==> src/hw/rtl/fpa_pkg.sv <==
// ----------------------------------------------------------------------------
// fpa_pkg
// Operation codes and shared item types of the fixed-point ALU.
// ----------------------------------------------------------------------------
`default_nettype none
package fpa_pkg;
  localparam int unsigned WordW = 32;
  localparam int unsigned OpW   = 4;

  typedef enum logic [OpW-1:0] {
    OP_ADD = 4'd0, OP_SUB = 4'd1, OP_MUL = 4'd2, OP_DIV = 4'd3,
    OP_MIN = 4'd4, OP_MAX = 4'd5, OP_INC = 4'd6, OP_DEC = 4'd7,
    OP_TOI = 4'd8, OP_FRI = 4'd9
  } op_t;

  // Classified item handed from front to back
  typedef struct packed {
    logic [OpW-1:0]   op;
    logic             is_div;
    logic             dz;
    logic             lt;
    logic             eq;
    logic             gt;
    logic [WordW-1:0] a;
    logic [WordW-1:0] b;
  } cls_t;

  // Finished result item
  typedef struct packed {
    logic [WordW-1:0] res;
    logic             lt;
    logic             eq;
    logic             gt;
    logic             dz;
  } res_t;
endpackage
`default_nettype wire

==> src/hw/rtl/fpa_queue.sv <==
// ----------------------------------------------------------------------------
// fpa_queue
// Short queue of classified items between front and back.
// ----------------------------------------------------------------------------
`default_nettype none
module fpa_queue import fpa_pkg::*; #(
  parameter int unsigned Depth = 2
) (
  input  wire logic clk,
  input  wire logic rst,
  input  wire logic in_valid,
  output logic      in_ready,
  input  wire cls_t in_item,
  output logic      out_valid,
  input  wire logic out_ready,
  output cls_t      out_item
);
  localparam int unsigned AW = (Depth > 1) ? $clog2(Depth) : 1;
  cls_t mem [Depth];
  logic [AW-1:0] wp, rp;
  logic [AW:0]   cnt;
  logic push_q, pop_q;

  assign in_ready  = cnt != (AW+1)'(Depth);
  assign out_valid = cnt != '0;
  assign out_item  = mem[rp];
  assign push_q    = in_valid && in_ready;
  assign pop_q     = out_valid && out_ready;

  // Advance pointers and count
  always_ff @(posedge clk) begin
    if (rst) begin
      wp <= '0; rp <= '0; cnt <= '0;
    end else begin
      if (push_q) begin
        wp <= (wp == AW'(Depth-1)) ? '0 : wp + 1'b1;
      end
      if (pop_q) begin
        rp <= (rp == AW'(Depth-1)) ? '0 : rp + 1'b1;
      end
      cnt <= cnt + (AW+1)'(push_q) - (AW+1)'(pop_q);
    end
    if (push_q) begin
      mem[wp] <= in_item;
    end
  end
endmodule
`default_nettype wire

==> config.mk <==
export PLATFORM = sky130hd
export DESIGN_NAME = fpa_queue
export DESIGN_NICKNAME = d
export VERILOG_FILES = /design/src/hw/rtl/fpa_pkg.sv /design/src/hw/rtl/fpa_queue.sv
export SDC_FILE = /design/constraint.sdc
export NUM_CORES = 1
export LEC_CHECK = 0
export BUFFER_PORTS_ARGS = -buffer_cell sky130_fd_sc_hd__buf_4
export CORE_UTILIZATION = 30
export DETAILED_ROUTE_END_ITERATION = 8
export GPL_TIMING_DRIVEN = 0
export PLACE_DENSITY_LB_ADDON = 0.2
export SYNTH_ARGS = -nofsm -noshare
export SYNTH_HDL_FRONTEND = slang
export SYNTH_SLANG_ARGS = --single-unit
==> constraint.sdc <==
create_clock -name clk -period 3 [get_ports clk]
set_input_delay 0.6 -clock clk [delete_from_list [all_inputs] [get_ports clk]]
set_output_delay 0.6 -clock clk [all_outputs]
set_load 0.01 [all_outputs]
==> impl_metrics.env <==
export IMPL_status="completed"
export IMPL_slew_headroom_pct=63.60
export IMPL_yosys_warnings=0
export IMPL_port_buffers=151
export IMPL_clk_latency_ns=0.41
export IMPL_worst_path_stages=4
export IMPL_layout_drive_gt1_share_pct=60.54
export IMPL_routed_wl_um=10390
export IMPL_yosysSeqAreaShare_pct=81.21
export IMPL_cp_end_kind="primary output"
export IMPL_crit_arrival_ns=1.77
export IMPL_r2r_end="mem[1][42]"
export IMPL_n_antenna_cell=0
export IMPL_initial_core_util_pct=30.63
export IMPL_final_min_clock_period_ns=2.375
export IMPL_path_class="flop to primary output"
export IMPL_hold_end="mem[0][52]"
export IMPL_dp_hpwl_um=6722
export IMPL_final_nets=506
export IMPL_cp_top_family="buffers and inverters"
export IMPL_clock_root_buffer="clkbuf_16"
export IMPL_async_flop_share_pct=0
export IMPL_post_cts_setup_buffer_count=0
export IMPL_worst_path_buf_inv=3
export IMPL_required_ns=2.40
export IMPL_ys_flop_type="edfxtp_1"
export IMPL_routedWlPerCell_um=15.51
export IMPL_die_x_um=137.7
export IMPL_antenna_found_initial=0
export IMPL_fin_crit_sh_pct=79.15
export IMPL_start_kind="flop"
export IMPL_h_tree_depth=4
export IMPL_grt_use_total_pct=11.33
export IMPL_p_total_mw=6.186
export IMPL_clock_sinks=151
export IMPL_gp_congestion=0.6422
export IMPL_num_vias=2913
export IMPL_grt_ovfl_total=0
export IMPL_rows=49
export IMPL_fp_coreArea_um2=18020
export IMPL_hp_class="input port to flop"
export IMPL_yosysMostFrequentCell="edfxtp_1"
export IMPL_synth_edff_count=146
export IMPL_die_y_um=137.7
export IMPL_dr_first_iter_drc_count=96
export IMPL_power_per_cell_area_nw_per_um2=811.0
export IMPL_synthDistinctLibCells=23
export IMPL_cts_tree="built"
export IMPL_critical_path_max_stage_delay_ns=0.36
export IMPL_max_freq_mhz=421.1
export IMPL_synth_nets=334
export IMPL_drv_slew=0
export IMPL_synth_top_area_share_pct=79.40
export IMPL_reg2reg_slack_ns=1.11
export IMPL_holdPathStages=1
export IMPL_worstRegToRegCells=3
export IMPL_min_from="in_item[52]"
export IMPL_grt_pass1_wl_um=15660
export IMPL_synth_area_per_cell_um2=21.57
export IMPL_fin_skew_ns=0.006034
export IMPL_cts_hold_buf=0
export IMPL_rsz0062_at_grt="false"
export IMPL_cap_violations=0
export IMPL_cts_resized=0
export IMPL_synth_seq_cells=151
export IMPL_synth_area_leaders="edfxtp_1 (79%), mux2_2 (15%), dfxtp_1 (1.8%)"
export IMPL_synth_area_um2=5522
export IMPL_leakagePower_nw=2.846
export IMPL_grt_pass1_vias=3076
export IMPL_synth_area_leader_cell="edfxtp_1"
export IMPL_drc=0
export IMPL_grt_start_max_net_pins=44
export IMPL_clock_path_buffers=2
export IMPL_syn_inst=256
export IMPL_dieArea_um2=18950
export IMPL_yosys_top_cells_count="edfxtp_1 (146), mux2_2 (73), buf_4 (7), dfxtp_1 (5), nor2_1 (5)"
export IMPL_worstPathMaxFanout=10
export IMPL_crit_path_top_delay_cell="mux2_2"
export IMPL_cp_cell_sequence="buf_2 -> buf_4 -> mux2_2 -> buf_4"
export IMPL_setup_viol=0
export IMPL_cp_common_cell="buf_4"
export IMPL_drt_pass1_iter_count=4
export IMPL_area_growth_pct=38.14
export IMPL_cts_buffers_inserted=17
export IMPL_ant_nets=0
export IMPL_vdd_drop_max_mv=0.3724
export IMPL_io_pins=152
export IMPL_crit_reg2reg_launch="cnt[0]"
export IMPL_hold_viol=0
export IMPL_setup_tns_final_ns=0
export IMPL_path_clk_slew_ns=0.06
export IMPL_tightest_slew_ns=0.5461
export IMPL_via_per_inst=4.348
-- cells in the final DEF (no fill, tap or decap), types with 2 or more instances in the layout --
cell / Yosys / final
edfxtp_1: 146 / 146
nor2b_1: 2 / 2
o21ai_0: 2 / 2
bufinv_16: 0 / 4
buf_4: 7 / 158
clkinv_1: 0 / 2
inv_6: 0 / 6
nor2_1: 5 / 5
dfxtp_1: 5 / 5
buf_16: 0 / 2
clkbuf_16: 0 / 17
mux2_2: 73 / 73
-- worst max-delay path by stage --
stage	start	end	slack, ns
finish	flop	out_item[44]	0.63
global route	flop	out_item[44]	0.51
CTS	flop	out_item[47]	0.55
detailed placement	flop	out_item[47]	1.00
global placement	in_valid	mem[1][45]	-1.06
floorplan	cnt[0]	mem[1][0]	0.15
-- sequential cells by signal, indices dropped and copies added (netlist names), named ones only --
name,cells
wp,1
mem,146
rp,1
cnt,2
-- where the power goes --
part | internal [mW] | leakage (nW) | switching, mW | total (mW)
logic | 0.715 | 1.13 | 0.606 | 1.32
clock network | 1.40 | 0.306 | 0.845 | 2.25
registers | 2.56 | 1.41 | 0.0530 | 2.62
-- layout make-up --
type / instances / area, um2
Buffer: 8 / 57.56
Timing Repair Buffer: 153 / 1189
Tap cell: 229 / 286.5
Fill cell: 1660 / 10400
Sequential cell: 151 / 4484
Clock inverter: 14 / 193.9
Clock buffer: 18 / 429.2
Multi-Input combinational cell: 96 / 980.9
Inverter: 1 / 6.256
-- metal layers --
layer | wire length (um) | up-vias | track usage (%)
li1 | - | 1360 | -
met1 | 4260 | 1447 | 13.32
met2 | 5203 | 95 | 18.59
met3 | 776 | 11 | 3.679
met4 | 151 | 0 | 5.495
met5 | 0 | - | 0
-- logic make-up (layout without fill, tap and decap cells) --
family | Yosys count | count (layout) | share of synthesized area [%]
AOI/OAI and AO/OA | 7 | 7 | 0.9291
DFF | 151 | 151 | 81.21
adders and majority gates | 1 | 1 | 0.2266
and+or+nand+nor | 13 | 13 | 1.269
buffers and inverters | 9 | 194 | 1.110
muxes | 74 | 74 | 15.09
xor gates and xnor gates | 1 | 1 | 0.1587
-- stage by stage --
step / area [um2] / setup WS, ns / hold WS, ns / cells / util [%]
CTS: 7627 / 0.5479 / 0.3496 / 670 / 42.32
global placement: 6942 / -1.055 / 0.4868 / 636 / 38.51
global route: 7627 / 0.5065 / 0.3454 / 670 / 42.32
floorplan: 5522 / 0.1469 / 0.4725 / 256 / -
finish: 7627 / 0.6254 / 0.3741 / 670 / 42.32
detailed placement: 7004 / 1.004 / 0.4883 / 638 / 38.86
No activity file was read; power rests on OpenSTA's default activity.
