**config.mk**
```make
export PLATFORM = sky130hd
export DESIGN_NAME = fpa_front
export DESIGN_NICKNAME = d
export VERILOG_FILES = /design/src/hw/rtl/fpa_pkg.sv /design/src/hw/rtl/fpa_front.sv
export SDC_FILE = /design/constraint.sdc
export NUM_CORES = 1
export LEC_CHECK = 0
export BUFFER_PORTS_ARGS = -buffer_cell sky130_fd_sc_hd__clkbuf_2
export CORE_MARGIN = 8
export CORE_UTILIZATION = 35
export DETAILED_ROUTE_END_ITERATION = 16
export GPL_ROUTABILITY_DRIVEN = 0
export GPL_TIMING_DRIVEN = 0
export HOLD_SLACK_MARGIN = 0.02
export PLACE_DENSITY = 0.69
export SLEW_MARGIN = 0
export SYNTH_ARGS = -nofsm -noshare
export SYNTH_HDL_FRONTEND = slang
export SYNTH_SLANG_ARGS = --single-unit
```
**constraint.sdc**
```tcl
create_clock -name clk -period 7.8 [get_ports clk]
set_clock_uncertainty 0.15 [all_clocks]
set_input_delay 1.56 -clock clk [delete_from_list [all_inputs] [get_ports clk]]
set_output_delay 1.56 -clock clk [all_outputs]
set_load 0.02 [all_outputs]
```
**src/hw/rtl/fpa_pkg.sv**
```systemverilog
// ----------------------------------------------------------------------------
// fpa_pkg
// Operation codes and shared item types of the fixed-point ALU.
// ----------------------------------------------------------------------------
`default_nettype none
package fpa_pkg;
  localparam int unsigned WordW = 32;
  localparam int unsigned OpW   = 4;

  typedef enum logic [OpW-1:0] {
    OP_ADD = 4'd0, OP_SUB = 4'd1, OP_MUL = 4'd2, OP_DIV = 4'd3,
    OP_MIN = 4'd4, OP_MAX = 4'd5, OP_INC = 4'd6, OP_DEC = 4'd7,
    OP_TOI = 4'd8, OP_FRI = 4'd9
  } op_t;

  // Classified item handed from front to back
  typedef struct packed {
    logic [OpW-1:0]   op;
    logic             is_div;
    logic             dz;
    logic             lt;
    logic             eq;
    logic             gt;
    logic [WordW-1:0] a;
    logic [WordW-1:0] b;
  } cls_t;

  // Finished result item
  typedef struct packed {
    logic [WordW-1:0] res;
    logic             lt;
    logic             eq;
    logic             gt;
    logic             dz;
  } res_t;
endpackage
`default_nettype wire

```
**src/hw/rtl/fpa_front.sv**
```systemverilog
// ----------------------------------------------------------------------------
// fpa_front
// Accepts items, compares operands and flags divides, registers the item.
// ----------------------------------------------------------------------------
`default_nettype none
module fpa_front import fpa_pkg::*; (
  input  wire logic        clk,
  input  wire logic        rst,
  input  wire logic        in_valid,
  output logic             in_ready,
  input  wire logic [OpW-1:0]   op,
  input  wire logic [WordW-1:0] a,
  input  wire logic [WordW-1:0] b,
  output logic             out_valid,
  input  wire logic        out_ready,
  output cls_t             out_item
);
  logic valid;
  cls_t item;

  assign in_ready  = !valid || out_ready;
  assign out_valid = valid;
  assign out_item  = item;

  // Hold the classified item until the queue takes it
  always_ff @(posedge clk) begin
    if (rst) begin
      valid <= 1'b0;
    end else if (in_ready) begin
      valid <= in_valid;
    end
    if (in_ready && in_valid) begin
      item.op     <= op;
      item.is_div <= (op == OP_DIV);
      item.dz     <= (op == OP_DIV) && (b == '0);
      item.lt     <= $signed(a) < $signed(b);
      item.eq     <= a == b;
      item.gt     <= $signed(a) > $signed(b);
      item.a      <= a;
      item.b      <= b;
    end
  end
endmodule
`default_nettype wire

```
==> flow_results.xml, run 1 <==
<?xml version="1.0" encoding="UTF-8"?>
<metrics>
  <group name="logic_synthesis">
    <metric name="synth_seq_cells" unit="">74</metric>
    <metric name="synth_top_family_by_area" unit="">adder cells</metric>
    <metric name="synthDominantAreaCellType" unit="">edfxtp_1</metric>
    <metric name="syn_nets" unit="">313</metric>
    <metric name="synth_fa_ha_area_share" unit="%">12.7</metric>
    <metric name="syn_area" unit="µm²">3150</metric>
    <metric name="post_synth_and_or_nand_nor_area_fraction" unit="%">7.51</metric>
    <metric name="mux_share_of_post_synthesis_cell_area" unit="%">0</metric>
    <metric name="post-synth-top-area-fraction" unit="%">69.7</metric>
    <metric name="synth_top_cells_by_count" unit="">73 x edfxtp_1, 35 x inv_1, 32 x ha_1</metric>
    <metric name="synth-edff-count" unit="">73</metric>
    <metric name="synth_cell_type_count" unit="">25</metric>
    <metric name="most_frequent_cell_after_synthesis" unit="">edfxtp_1</metric>
    <metric name="synth.yosys.seq_area_share" unit="%">70.3</metric>
    <metric name="ys_dominant_reg_cell" unit="">edfxtp_1</metric>
    <metric name="post_synth_inst_count" unit="">209</metric>
    <metric name="synth.yosys.warnings" unit="">0</metric>
    <metric name="syn_area_per_cell" unit="µm²">15.1</metric>
    <metric name="synth_xor_xnor_area_share" unit="%">0</metric>
    <metric name="synth_compound_area_share" unit="%">5.29</metric>
    <metric name="async_sr_flop_fraction" unit="%">0</metric>
    <metric name="synth.top_cells.by_area" unit="">edfxtp_1 70%, ha_1 13%, inv_1 4.2%</metric>
  </group>
  <group name="die">
    <metric name="boundaryPins" unit="">147</metric>
    <metric name="initial_utilization" unit="%">36.1</metric>
    <metric name="die_w" unit="µm">111</metric>
    <metric name="placementRows" unit="">34</metric>
    <metric name="dieArea" unit="µm²">12300</metric>
    <metric name="core-area" unit="µm²">8720</metric>
    <metric name="dieHeight" unit="µm">111</metric>
  </group>
  <group name="grt">
    <metric name="grt_pass1_wl" unit="µm">12600</metric>
    <metric name="grtUsageMet1" unit="%">13.9</metric>
    <metric name="grt_start_max_net_pins" unit="">74</metric>
    <metric name="gr-usage-met3" unit="%">5.57</metric>
    <metric name="grt_use_total" unit="%">12.9</metric>
    <metric name="grt-ovfl-total" unit="">0</metric>
    <metric name="grt_util_met2" unit="%">21.9</metric>
    <metric name="grt_antenna_before_repair" unit="">0</metric>
    <metric name="first_global_vias" unit="">2493</metric>
    <metric name="top_usage_layer" unit="">met2</metric>
  </group>
  <group name="setup_path">
    <metric name="critical_path_peak_fanout" unit="">3</metric>
    <metric name="crit_type" unit="">input port to primary output</metric>
    <metric name="r2r_cells" unit="">2</metric>
    <metric name="cp_data_arrival_time" unit="ps">1960</metric>
    <metric name="cp-end-kind" unit="">primary output</metric>
    <metric name="worst_ep_required_time" unit="ps">6090</metric>
    <metric name="cp-start-kind" unit="">input port</metric>
  </group>
  <group name="detailed_routing">
    <metric name="antenna_violating_nets_post_route" unit="">0</metric>
    <metric name="detailroute.via_count" unit="">2233</metric>
    <metric name="wire_per_inst" unit="µm">16.6</metric>
    <metric name="drt_iter0_markers" unit="">57</metric>
    <metric name="drcViolationCount" unit="">0</metric>
    <metric name="firstDrtPassIters" unit="">4</metric>
    <metric name="routed_wirelength" unit="µm">7940</metric>
    <metric name="drt-vias-per-instance" unit="">4.66</metric>
  </group>
  <group name="power">
    <metric name="cellInternalPower" unit="µW">688</metric>
    <metric name="power.switching" unit="µW">228</metric>
    <metric name="netSwitchingFraction" unit="%">24.9</metric>
    <metric name="power_per_cell_area" unit="nW/µm²">217</metric>
    <metric name="peakVddDrop" unit="V">0.0000846</metric>
    <metric name="static-leakage-power" unit="µW">0.00198</metric>
    <metric name="power.combinational.fraction" unit="%">14.1</metric>
    <metric name="flop_pwr_share" unit="%">51.4</metric>
    <metric name="clkPwrFrac" unit="%">34.5</metric>
  </group>
  <group name="placed_design">
    <metric name="post-place-cells" unit="">463</metric>
    <metric name="dpl.hpwl" unit="µm">6370</metric>
    <metric name="port-buffer-count" unit="">146</metric>
  </group>
  <group name="layout">
    <metric name="total_nets_final" unit="">470</metric>
    <metric name="layout-drive-gt1-share" unit="%">44.5</metric>
    <metric name="num_antenna_cells" unit="">0</metric>
    <metric name="flow.area_growth_from_synthesis" unit="%">34.2</metric>
    <metric name="final-instance-count-excl-fill" unit="">479</metric>
  </group>
  <group name="cts">
    <metric name="post_cts_buffers" unit="">0</metric>
    <metric name="cts.clk_slew.worst_paths" unit="ps">80</metric>
    <metric name="tritoncts_clock_tree" unit="">yes</metric>
    <metric name="cts_inserted_buffers" unit="">9</metric>
    <metric name="clock_sink_count" unit="">74</metric>
    <metric name="clock-root-buffer" unit="">clkbuf_8</metric>
    <metric name="cts_resized" unit="">0</metric>
    <metric name="clkLatencyLatePin" unit="ps">330</metric>
    <metric name="cts_hold_buffers" unit="">0</metric>
    <metric name="clockBufferDepth" unit="">2</metric>
    <metric name="ctsHtreeMaxLevel" unit="">3</metric>
  </group>
  <group name="sta">
    <metric name="maxSlewHeadroom" unit="%">36.5</metric>
    <metric name="post-route-min-period" unit="ps">3670</metric>
    <metric name="worst-slew-pin-transition" unit="ps">953</metric>
    <metric name="final_setup_violating_endpoints" unit="">0</metric>
    <metric name="final.period_utilization" unit="%">47.0</metric>
    <metric name="final-hold-violation-count" unit="">0</metric>
    <metric name="setup-tns-final" unit="ps">0</metric>
    <metric name="rsz0062_at_grt" unit="">no</metric>
    <metric name="slew_viol_final" unit="">0</metric>
    <metric name="fmaxAchievable" unit="MHz">273</metric>
  </group>
  <group name="status">
    <metric name="outcome" unit="">finished clean</metric>
  </group>
  <group name="min_path">
    <metric name="worst_hold_path_type" unit="">register to register</metric>
    <metric name="hold-path-cell-count" unit="">2</metric>
  </group>
  <group name="flow_run">
    <metric name="maximum_capacitance_violations" unit="">0</metric>
  </group>
</metrics>
layout by cell type, fill, tap and decap left out:
master	count
o21ai_1	1
ha_1	32
a221oi_2	1
clkinv_1	3
a21o_2	2
a21o_1	2
nand2b_1	4
clkbuf_8	9
clkinvlp_4	1
and2_4	1
nand2_1	10
a31oi_1	1
dfxtp_1	1
a21oi_1	11
inv_1	35
and2_1	1
nor2_1	1
and4_1	1
nand4_1	6
a221o_1	1
edfxtp_1	73
nand3_1	3
a221oi_1	2
clkbuf_2	146
bufinv_16	2
nor4_1	9
clkinv_2	1
and2_2	1
nor3_2	1
o21ai_0	5
nor3_1	2
or3_1	2
final timing paths:
kind / from / end / slack [ps]
worst max-delay path: out_ready / in_ready / 4130
worst min-delay path: out_valid / out_valid / 380
worst max register to register: out_valid / out_item[50] / 6020
worst min register to register: out_valid / out_valid / 380
power groups by stage:
stage,clock (µW),combinational [µW],sequential [µW]
after CTS,326,132,471
after detailed placement,0,131,480
after floorplan,0,39.2,512
final,316,129,471
after global routing,341,143,474
after global placement,0,127,481
critical path, cell delays in order:
cell	delay, ps
clkbuf_2	70
nand2b_1	160
clkbuf_2	170
state kept, by name (all words and copies together), names as in the netlist:
name	flops
out_valid	1
out_item	73
final cells by class:
class	instances	area, µm²
clock inverter	7	83.8
timing repair buffer	146	731
fill	798	4500
multi-input combinational	100	806
inverter	35	131
tap	108	135
sequential	74	2210
clock buffer	9	124
metrics by stage:
step	cell area [µm²]	power, µW	hold slack [ps]	worst slack [ps]	utilization (%)
detailed placement	4020	611	374	3870	46.0
global placement	4010	608	339	3130	46.0
CTS	4220	929	385	4130	48.4
floorplan	3150	551	579	3640	-
finish	4220	916	383	4130	48.4
global route	4220	957	415	4070	48.4
kinds of logic after synthesis:
family	after synthesis
fa+ha+maj	32
compound gates	26
buf+inv	35
simple gates	42
flops	74
per-layer routing:
metal	vias up	part of all wire, %
met2	89	49
met1	1041	42
li1	1097	-
met4	0	0.93
met3	6	8.3
met5	-	0
(Power assumes the default switching activity.)
==> run 2: changes to the inputs <==
PLACE_DENSITY = 0.71   (was 0.69)
clock period = 3.35 ns   (was 7.8 ns; I/O delays follow)
==> run 2 against run 1 <==
  * Non-clock buffer count did not move
  * Design area decreased by 0.44%
  * Sequential power up 130%
  * Critical path depth up 6
  * Highest routed layer unchanged
  * Clock power up 110%
  * Largest power group unchanged
==> flow_results.xml, run 2 (synthesis gave the netlist of run 1 again) <==
<?xml version="1.0" encoding="UTF-8"?>
<metrics>
  <group name="setup_path">
    <metric name="crit_chain" unit="">clkbuf_2, inv_1, ha_1, and4_1, nand4_1, or3_1, a31oi_1, o21ai_0, and2_1</metric>
    <metric name="worst_path_largest_cell_delay" unit="ps">440</metric>
    <metric name="worst_path_dominant_cell_family" unit="">simple AND/OR/NAND/NOR gates</metric>
    <metric name="cpMaxStageDelayCell" unit="">or3_1</metric>
    <metric name="worst_ep_required_time" unit="ps">3290</metric>
    <metric name="cp-end-kind" unit="">register</metric>
    <metric name="critical_path_peak_fanout" unit="">4</metric>
    <metric name="cp-start-kind" unit="">input port</metric>
    <metric name="crit_type" unit="">input port to register</metric>
    <metric name="cp_data_arrival_time" unit="ps">2560</metric>
    <metric name="ff2ff_setup_slack" unit="ps">1580</metric>
    <metric name="critPathBufInv" unit="">2</metric>
  </group>
  <group name="grt">
    <metric name="grt-ovfl-total" unit="">0</metric>
    <metric name="grt_pass1_wl" unit="µm">12700</metric>
    <metric name="grt_antenna_before_repair" unit="">0</metric>
    <metric name="grt_use_total" unit="%">12.9</metric>
    <metric name="grt_start_max_net_pins" unit="">74</metric>
    <metric name="first_global_vias" unit="">2485</metric>
  </group>
  <group name="power">
    <metric name="total_power" unit="µW">2070</metric>
    <metric name="static-leakage-power" unit="µW">0.00198</metric>
    <metric name="peakVddDrop" unit="V">0.000239</metric>
    <metric name="power_per_cell_area" unit="nW/µm²">494</metric>
  </group>
  <group name="cts">
    <metric name="clockBufferDepth" unit="">2</metric>
    <metric name="cts_resized" unit="">0</metric>
    <metric name="cts.clk_slew.worst_paths" unit="ps">80</metric>
    <metric name="cts_inserted_buffers" unit="">9</metric>
    <metric name="clock-root-buffer" unit="">clkbuf_8</metric>
    <metric name="ctsHtreeMaxLevel" unit="">3</metric>
    <metric name="post_cts_buffers" unit="">0</metric>
    <metric name="clkLatencyLatePin" unit="ps">330</metric>
    <metric name="tritoncts_clock_tree" unit="">yes</metric>
    <metric name="clock_sink_count" unit="">74</metric>
    <metric name="cts_hold_buffers" unit="">0</metric>
  </group>
  <group name="layout">
    <metric name="post-route-cell-area" unit="µm²">4200</metric>
    <metric name="top_library_cells_by_usage_in_the_layout_fill_and_taps_aside" unit="">146 x clkbuf_2, 73 x edfxtp_1, 35 x inv_1</metric>
    <metric name="layout-drive-gt1-share" unit="%">44.5</metric>
    <metric name="flow.area_growth_from_synthesis" unit="%">33.6</metric>
    <metric name="final.fill_count" unit="">806</metric>
    <metric name="layout_commonest_cell" unit="">clkbuf_2</metric>
    <metric name="total_nets_final" unit="">470</metric>
    <metric name="utilization" unit="%">48.2</metric>
    <metric name="num_antenna_cells" unit="">0</metric>
    <metric name="largest_reg_flops" unit="">73</metric>
  </group>
  <group name="placed_design">
    <metric name="port-buffer-count" unit="">146</metric>
    <metric name="dpl.hpwl" unit="µm">6440</metric>
    <metric name="placement.cell_area" unit="µm²">4020</metric>
  </group>
  <group name="die">
    <metric name="initial_utilization" unit="%">36.1</metric>
    <metric name="placementRows" unit="">34</metric>
    <metric name="dieHeight" unit="µm">111</metric>
    <metric name="core-area" unit="µm²">8720</metric>
    <metric name="dieArea" unit="µm²">12300</metric>
    <metric name="boundaryPins" unit="">147</metric>
    <metric name="die_w" unit="µm">111</metric>
  </group>
  <group name="sta">
    <metric name="worst-slew-pin-transition" unit="ps">951</metric>
    <metric name="maxSlewHeadroom" unit="%">36.6</metric>
    <metric name="final_setup_violating_endpoints" unit="">0</metric>
    <metric name="final-hold-violation-count" unit="">0</metric>
    <metric name="post-route-min-period" unit="ps">2620</metric>
    <metric name="rsz0062_at_grt" unit="">no</metric>
    <metric name="fmaxAchievable" unit="MHz">382</metric>
    <metric name="slew_viol_final" unit="">0</metric>
    <metric name="final.period_utilization" unit="%">78.2</metric>
  </group>
  <group name="detailed_routing">
    <metric name="drt_iter0_markers" unit="">51</metric>
    <metric name="routed_wirelength" unit="µm">8050</metric>
    <metric name="antenna_violating_nets_post_route" unit="">0</metric>
    <metric name="drcViolationCount" unit="">0</metric>
    <metric name="detailroute.via_count" unit="">2222</metric>
    <metric name="wire_per_inst" unit="µm">16.8</metric>
    <metric name="drt-vias-per-instance" unit="">4.64</metric>
    <metric name="firstDrtPassIters" unit="">4</metric>
  </group>
  <group name="flow_run">
    <metric name="maximum_capacitance_violations" unit="">0</metric>
  </group>
  <group name="status">
    <metric name="outcome" unit="">finished clean</metric>
  </group>
  <group name="min_path">
    <metric name="worst_hold_path_type" unit="">input port to register</metric>
  </group>
</metrics>
run 2: changes by cell type in the layout (fill, tap and decap cells not counted), sizes merged:
cell	delta
clkinv	-2
clkinvlp	-1
bufinv	-1
clkbuf	+4
run 2: final cells by class:
cell class / count / area (µm²) / area share [%]
inverter: 35 / 131 / 3.13
tap: 108 / 135 / 3.21
sequential: 74 / 2210 / 52.6
multi-input combinational: 100 / 806 / 19.2
clock inverter: 3 / 40.0 / 0.952
timing repair buffer: 146 / 731 / 17.4
clock buffer: 13 / 149 / 3.54
run 2: worst register-to-register path, cell delays in order (launching register included):
cell and delay, ps:
dfxtp_1 320, nand2b_1 100, and2_4 790
run 2: stage by stage:
step           TNS, ps  setup WS (ps)  instances  hold slack, ps
2_1_floorplan        0           82.1        209             579
3_3_place_gp    -30890           -427        463             340
3_5_place_dp         0            332        463             373
4_1_cts              0            684        479             309
5_1_grt              0            575        479             306
6_report             0            731        479             329
run 2: worst paths after layout:
path              from            to  cells after the start
max              b[31]  out_item[66]                      9
min                rst     out_valid                      2
max reg2reg  out_valid  out_item[57]                      2
min reg2reg  out_valid     out_valid                      2
run 2: where the power goes:
group / total (µW) / switching (µW) / internal (µW)
logic: 301 / 193 / 108
clock network: 676 / 312 / 364
registers: 1100 / 14.6 / 1080
run 2: routing by layer:
| metal | vias to the layer above | GRT usage (%) | wire [µm] |
|---|---|---|---|
| li1 | 1099 | - | - |
| met1 | 1020 | 14.6 | 3410 |
| met2 | 92 | 21.0 | 3850 |
| met3 | 11 | 5.14 | 648 |
| met4 | 0 | 5.68 | 140 |
| met5 | - | 0 | 0 |
==> run 3: changes to the inputs <==
PLACE_DENSITY = 0.69   (was 0.71)
clock period = 2.6 ns   (was 3.35 ns; I/O delays follow)
==> run 3 against run 2 <==
  * Count of clock-buffer cells in the layout down 4
  * Via count up 1.7%
  * Design area up 2.1%
  * Total power up 43%
  * Core utilization up 1.0 points
  * Clock power up 72%
  * Setup slack worse by 560 ps
  * Global-route usage about the same
  * Sequential share of layout area down 1.1 points
  * Final cell count unchanged
  * Sequential power up 28%
  * Sequential cell count unchanged
==> flow_results.xml, run 3 (synthesis gave the netlist of run 1 again) <==
<?xml version="1.0" encoding="UTF-8"?>
<metrics>
  <group name="power">
    <metric name="power_per_cell_area" unit="nW/µm²">690</metric>
    <metric name="netSwitchingFraction" unit="%">23.6</metric>
    <metric name="power.combinational.fraction" unit="%">13.1</metric>
    <metric name="static-leakage-power" unit="µW">0.00201</metric>
    <metric name="peakVddDrop" unit="V">0.000294</metric>
    <metric name="cellInternalPower" unit="µW">2260</metric>
    <metric name="flop_pwr_share" unit="%">47.8</metric>
    <metric name="total_power" unit="µW">2960</metric>
    <metric name="clkPwrFrac" unit="%">39.1</metric>
    <metric name="power.switching" unit="µW">698</metric>
  </group>
  <group name="detailed_routing">
    <metric name="routed_wirelength" unit="µm">8000</metric>
    <metric name="wire_per_inst" unit="µm">16.7</metric>
    <metric name="drt-vias-per-instance" unit="">4.72</metric>
    <metric name="firstDrtPassIters" unit="">4</metric>
    <metric name="drcViolationCount" unit="">0</metric>
    <metric name="detailroute.via_count" unit="">2260</metric>
    <metric name="antenna_violating_nets_post_route" unit="">0</metric>
    <metric name="drt_iter0_markers" unit="">40</metric>
  </group>
  <group name="die">
    <metric name="dieHeight" unit="µm">111</metric>
    <metric name="die_w" unit="µm">111</metric>
    <metric name="dieArea" unit="µm²">12300</metric>
    <metric name="initial_utilization" unit="%">36.1</metric>
    <metric name="core-area" unit="µm²">8720</metric>
    <metric name="boundaryPins" unit="">147</metric>
    <metric name="placementRows" unit="">34</metric>
  </group>
  <group name="sta">
    <metric name="final-hold-violation-count" unit="">0</metric>
    <metric name="fmaxAchievable" unit="MHz">412</metric>
    <metric name="final_setup_violating_endpoints" unit="">0</metric>
    <metric name="post-route-min-period" unit="ps">2430</metric>
    <metric name="slew_viol_final" unit="">0</metric>
    <metric name="final_critical_path_setup_slack" unit="ps">170</metric>
    <metric name="final.period_utilization" unit="%">93.4</metric>
    <metric name="worst-slew-pin-transition" unit="ps">967</metric>
    <metric name="rsz0062_at_grt" unit="">no</metric>
    <metric name="maxSlewHeadroom" unit="%">35.6</metric>
  </group>
  <group name="layout">
    <metric name="layout-drive-gt1-share" unit="%">45.0</metric>
    <metric name="largest_reg_flops" unit="">73</metric>
    <metric name="final.fill_count" unit="">791</metric>
    <metric name="utilization" unit="%">49.2</metric>
    <metric name="total_nets_final" unit="">470</metric>
    <metric name="flow.area_growth_from_synthesis" unit="%">36.4</metric>
    <metric name="top_library_cells_by_usage_in_the_layout_fill_and_taps_aside" unit="">146 x clkbuf_2, 73 x edfxtp_1, 35 x inv_1</metric>
    <metric name="num_antenna_cells" unit="">0</metric>
    <metric name="layout_commonest_cell" unit="">clkbuf_2</metric>
    <metric name="seq_area" unit="µm²">2210</metric>
    <metric name="multi_input_area" unit="µm²">827</metric>
  </group>
  <group name="cts">
    <metric name="cts_resized" unit="">0</metric>
    <metric name="post_cts_buffers" unit="">0</metric>
    <metric name="clock-root-buffer" unit="">clkbuf_8</metric>
    <metric name="clock_sink_count" unit="">74</metric>
    <metric name="tritoncts_clock_tree" unit="">yes</metric>
    <metric name="clockBufferDepth" unit="">2</metric>
    <metric name="clkLatencyLatePin" unit="ps">340</metric>
    <metric name="cts_hold_buffers" unit="">0</metric>
    <metric name="cts_inserted_buffers" unit="">9</metric>
    <metric name="cts.clk_slew.worst_paths" unit="ps">80</metric>
    <metric name="ctsHtreeMaxLevel" unit="">3</metric>
  </group>
  <group name="setup_path">
    <metric name="crit_type" unit="">input port to register</metric>
    <metric name="cp-end-kind" unit="">register</metric>
    <metric name="critical_path.reg2reg.startpoint" unit="">out_valid</metric>
    <metric name="cp_data_arrival_time" unit="ps">2380</metric>
    <metric name="r2r_cells" unit="">2</metric>
    <metric name="critical_path_peak_fanout" unit="">3</metric>
    <metric name="worst_ep_required_time" unit="ps">2550</metric>
    <metric name="ff2ff_setup_slack" unit="ps">810</metric>
    <metric name="cp-start-kind" unit="">input port</metric>
    <metric name="regToRegEndpoint" unit="">out_item[62]</metric>
  </group>
  <group name="min_path">
    <metric name="hold_path_startpoint" unit="">rst</metric>
    <metric name="worst_hold_end" unit="">out_valid</metric>
    <metric name="worst_hold_path_type" unit="">input port to register</metric>
    <metric name="hold-path-cell-count" unit="">2</metric>
  </group>
  <group name="grt">
    <metric name="grt-ovfl-total" unit="">0</metric>
    <metric name="grt_pass1_wl" unit="µm">12700</metric>
    <metric name="grt_antenna_before_repair" unit="">0</metric>
    <metric name="first_global_vias" unit="">2520</metric>
    <metric name="grt_use_total" unit="%">12.9</metric>
    <metric name="grt_start_max_net_pins" unit="">74</metric>
  </group>
  <group name="flow_run">
    <metric name="maximum_capacitance_violations" unit="">0</metric>
  </group>
  <group name="status">
    <metric name="outcome" unit="">finished clean</metric>
  </group>
  <group name="placed_design">
    <metric name="port-buffer-count" unit="">146</metric>
    <metric name="dpl.hpwl" unit="µm">6390</metric>
    <metric name="place_worst_setup_slack" unit="ps">-307</metric>
  </group>
</metrics>
## run 3: critical path: stages
cell      delay, ps
clkbuf_2        110
inv_1            50
ha_1            280
a21oi_1         160
o21ai_0         180
a221oi_2        390
a31oi_4         140
or3_1           370
and2_1          160
## run 3: area by class of cell
cell class | count | area share (%)
sequential | 74 | 51.5
multi-input combinational | 100 | 19.3
timing repair buffer | 146 | 17.0
tap | 108 | 3.15
clock buffer | 9 | 2.89
inverter | 35 | 3.06
clock inverter | 7 | 3.06
## run 3: worst max path at each step
stage	from	cells past startpoint	to	slack, ps
after global routing	b[31]	9	out_item[64]	50
after global placement	b[31]	9	out_item[66]	-250
after CTS	b[31]	9	out_item[66]	50
after floorplan	b[25]	8	out_item[66]	90
after detailed placement	b[31]	9	out_item[66]	-310
final	b[5]	9	out_item[66]	170
## run 3: metal layers
layer	GRT usage (%)	routed length, µm	up-vias
met5	0	0	-
met4	4.05	116	0
met3	6.60	768	12
met2	21.1	3830	92
met1	14.2	3290	1054
li1	-	-	1102
## run 3: stage by stage
stage | cells | cell area [µm²] | hold WS (ps) | setup TNS (ps)
3_5_place_dp | 463 | 4020 | 372 | -578
4_1_cts | 479 | 4270 | 157 | 0
6_report | 479 | 4290 | 173 | 0
2_1_floorplan | 209 | 3150 | 439 | 0
3_3_place_gp | 463 | 4010 | 340 | -430
5_1_grt | 479 | 4290 | 153 | 0
## run 3: power groups by stage
stage | Combinational (µW) | Clock [µW] | Sequential (µW)
final | 389 | 1160 | 1410
after global routing | 431 | 1210 | 1420
after CTS | 393 | 1170 | 1420
after detailed placement | 391 | 0 | 1440
after global placement | 382 | 0 | 1440
after floorplan | 118 | 0 | 1530
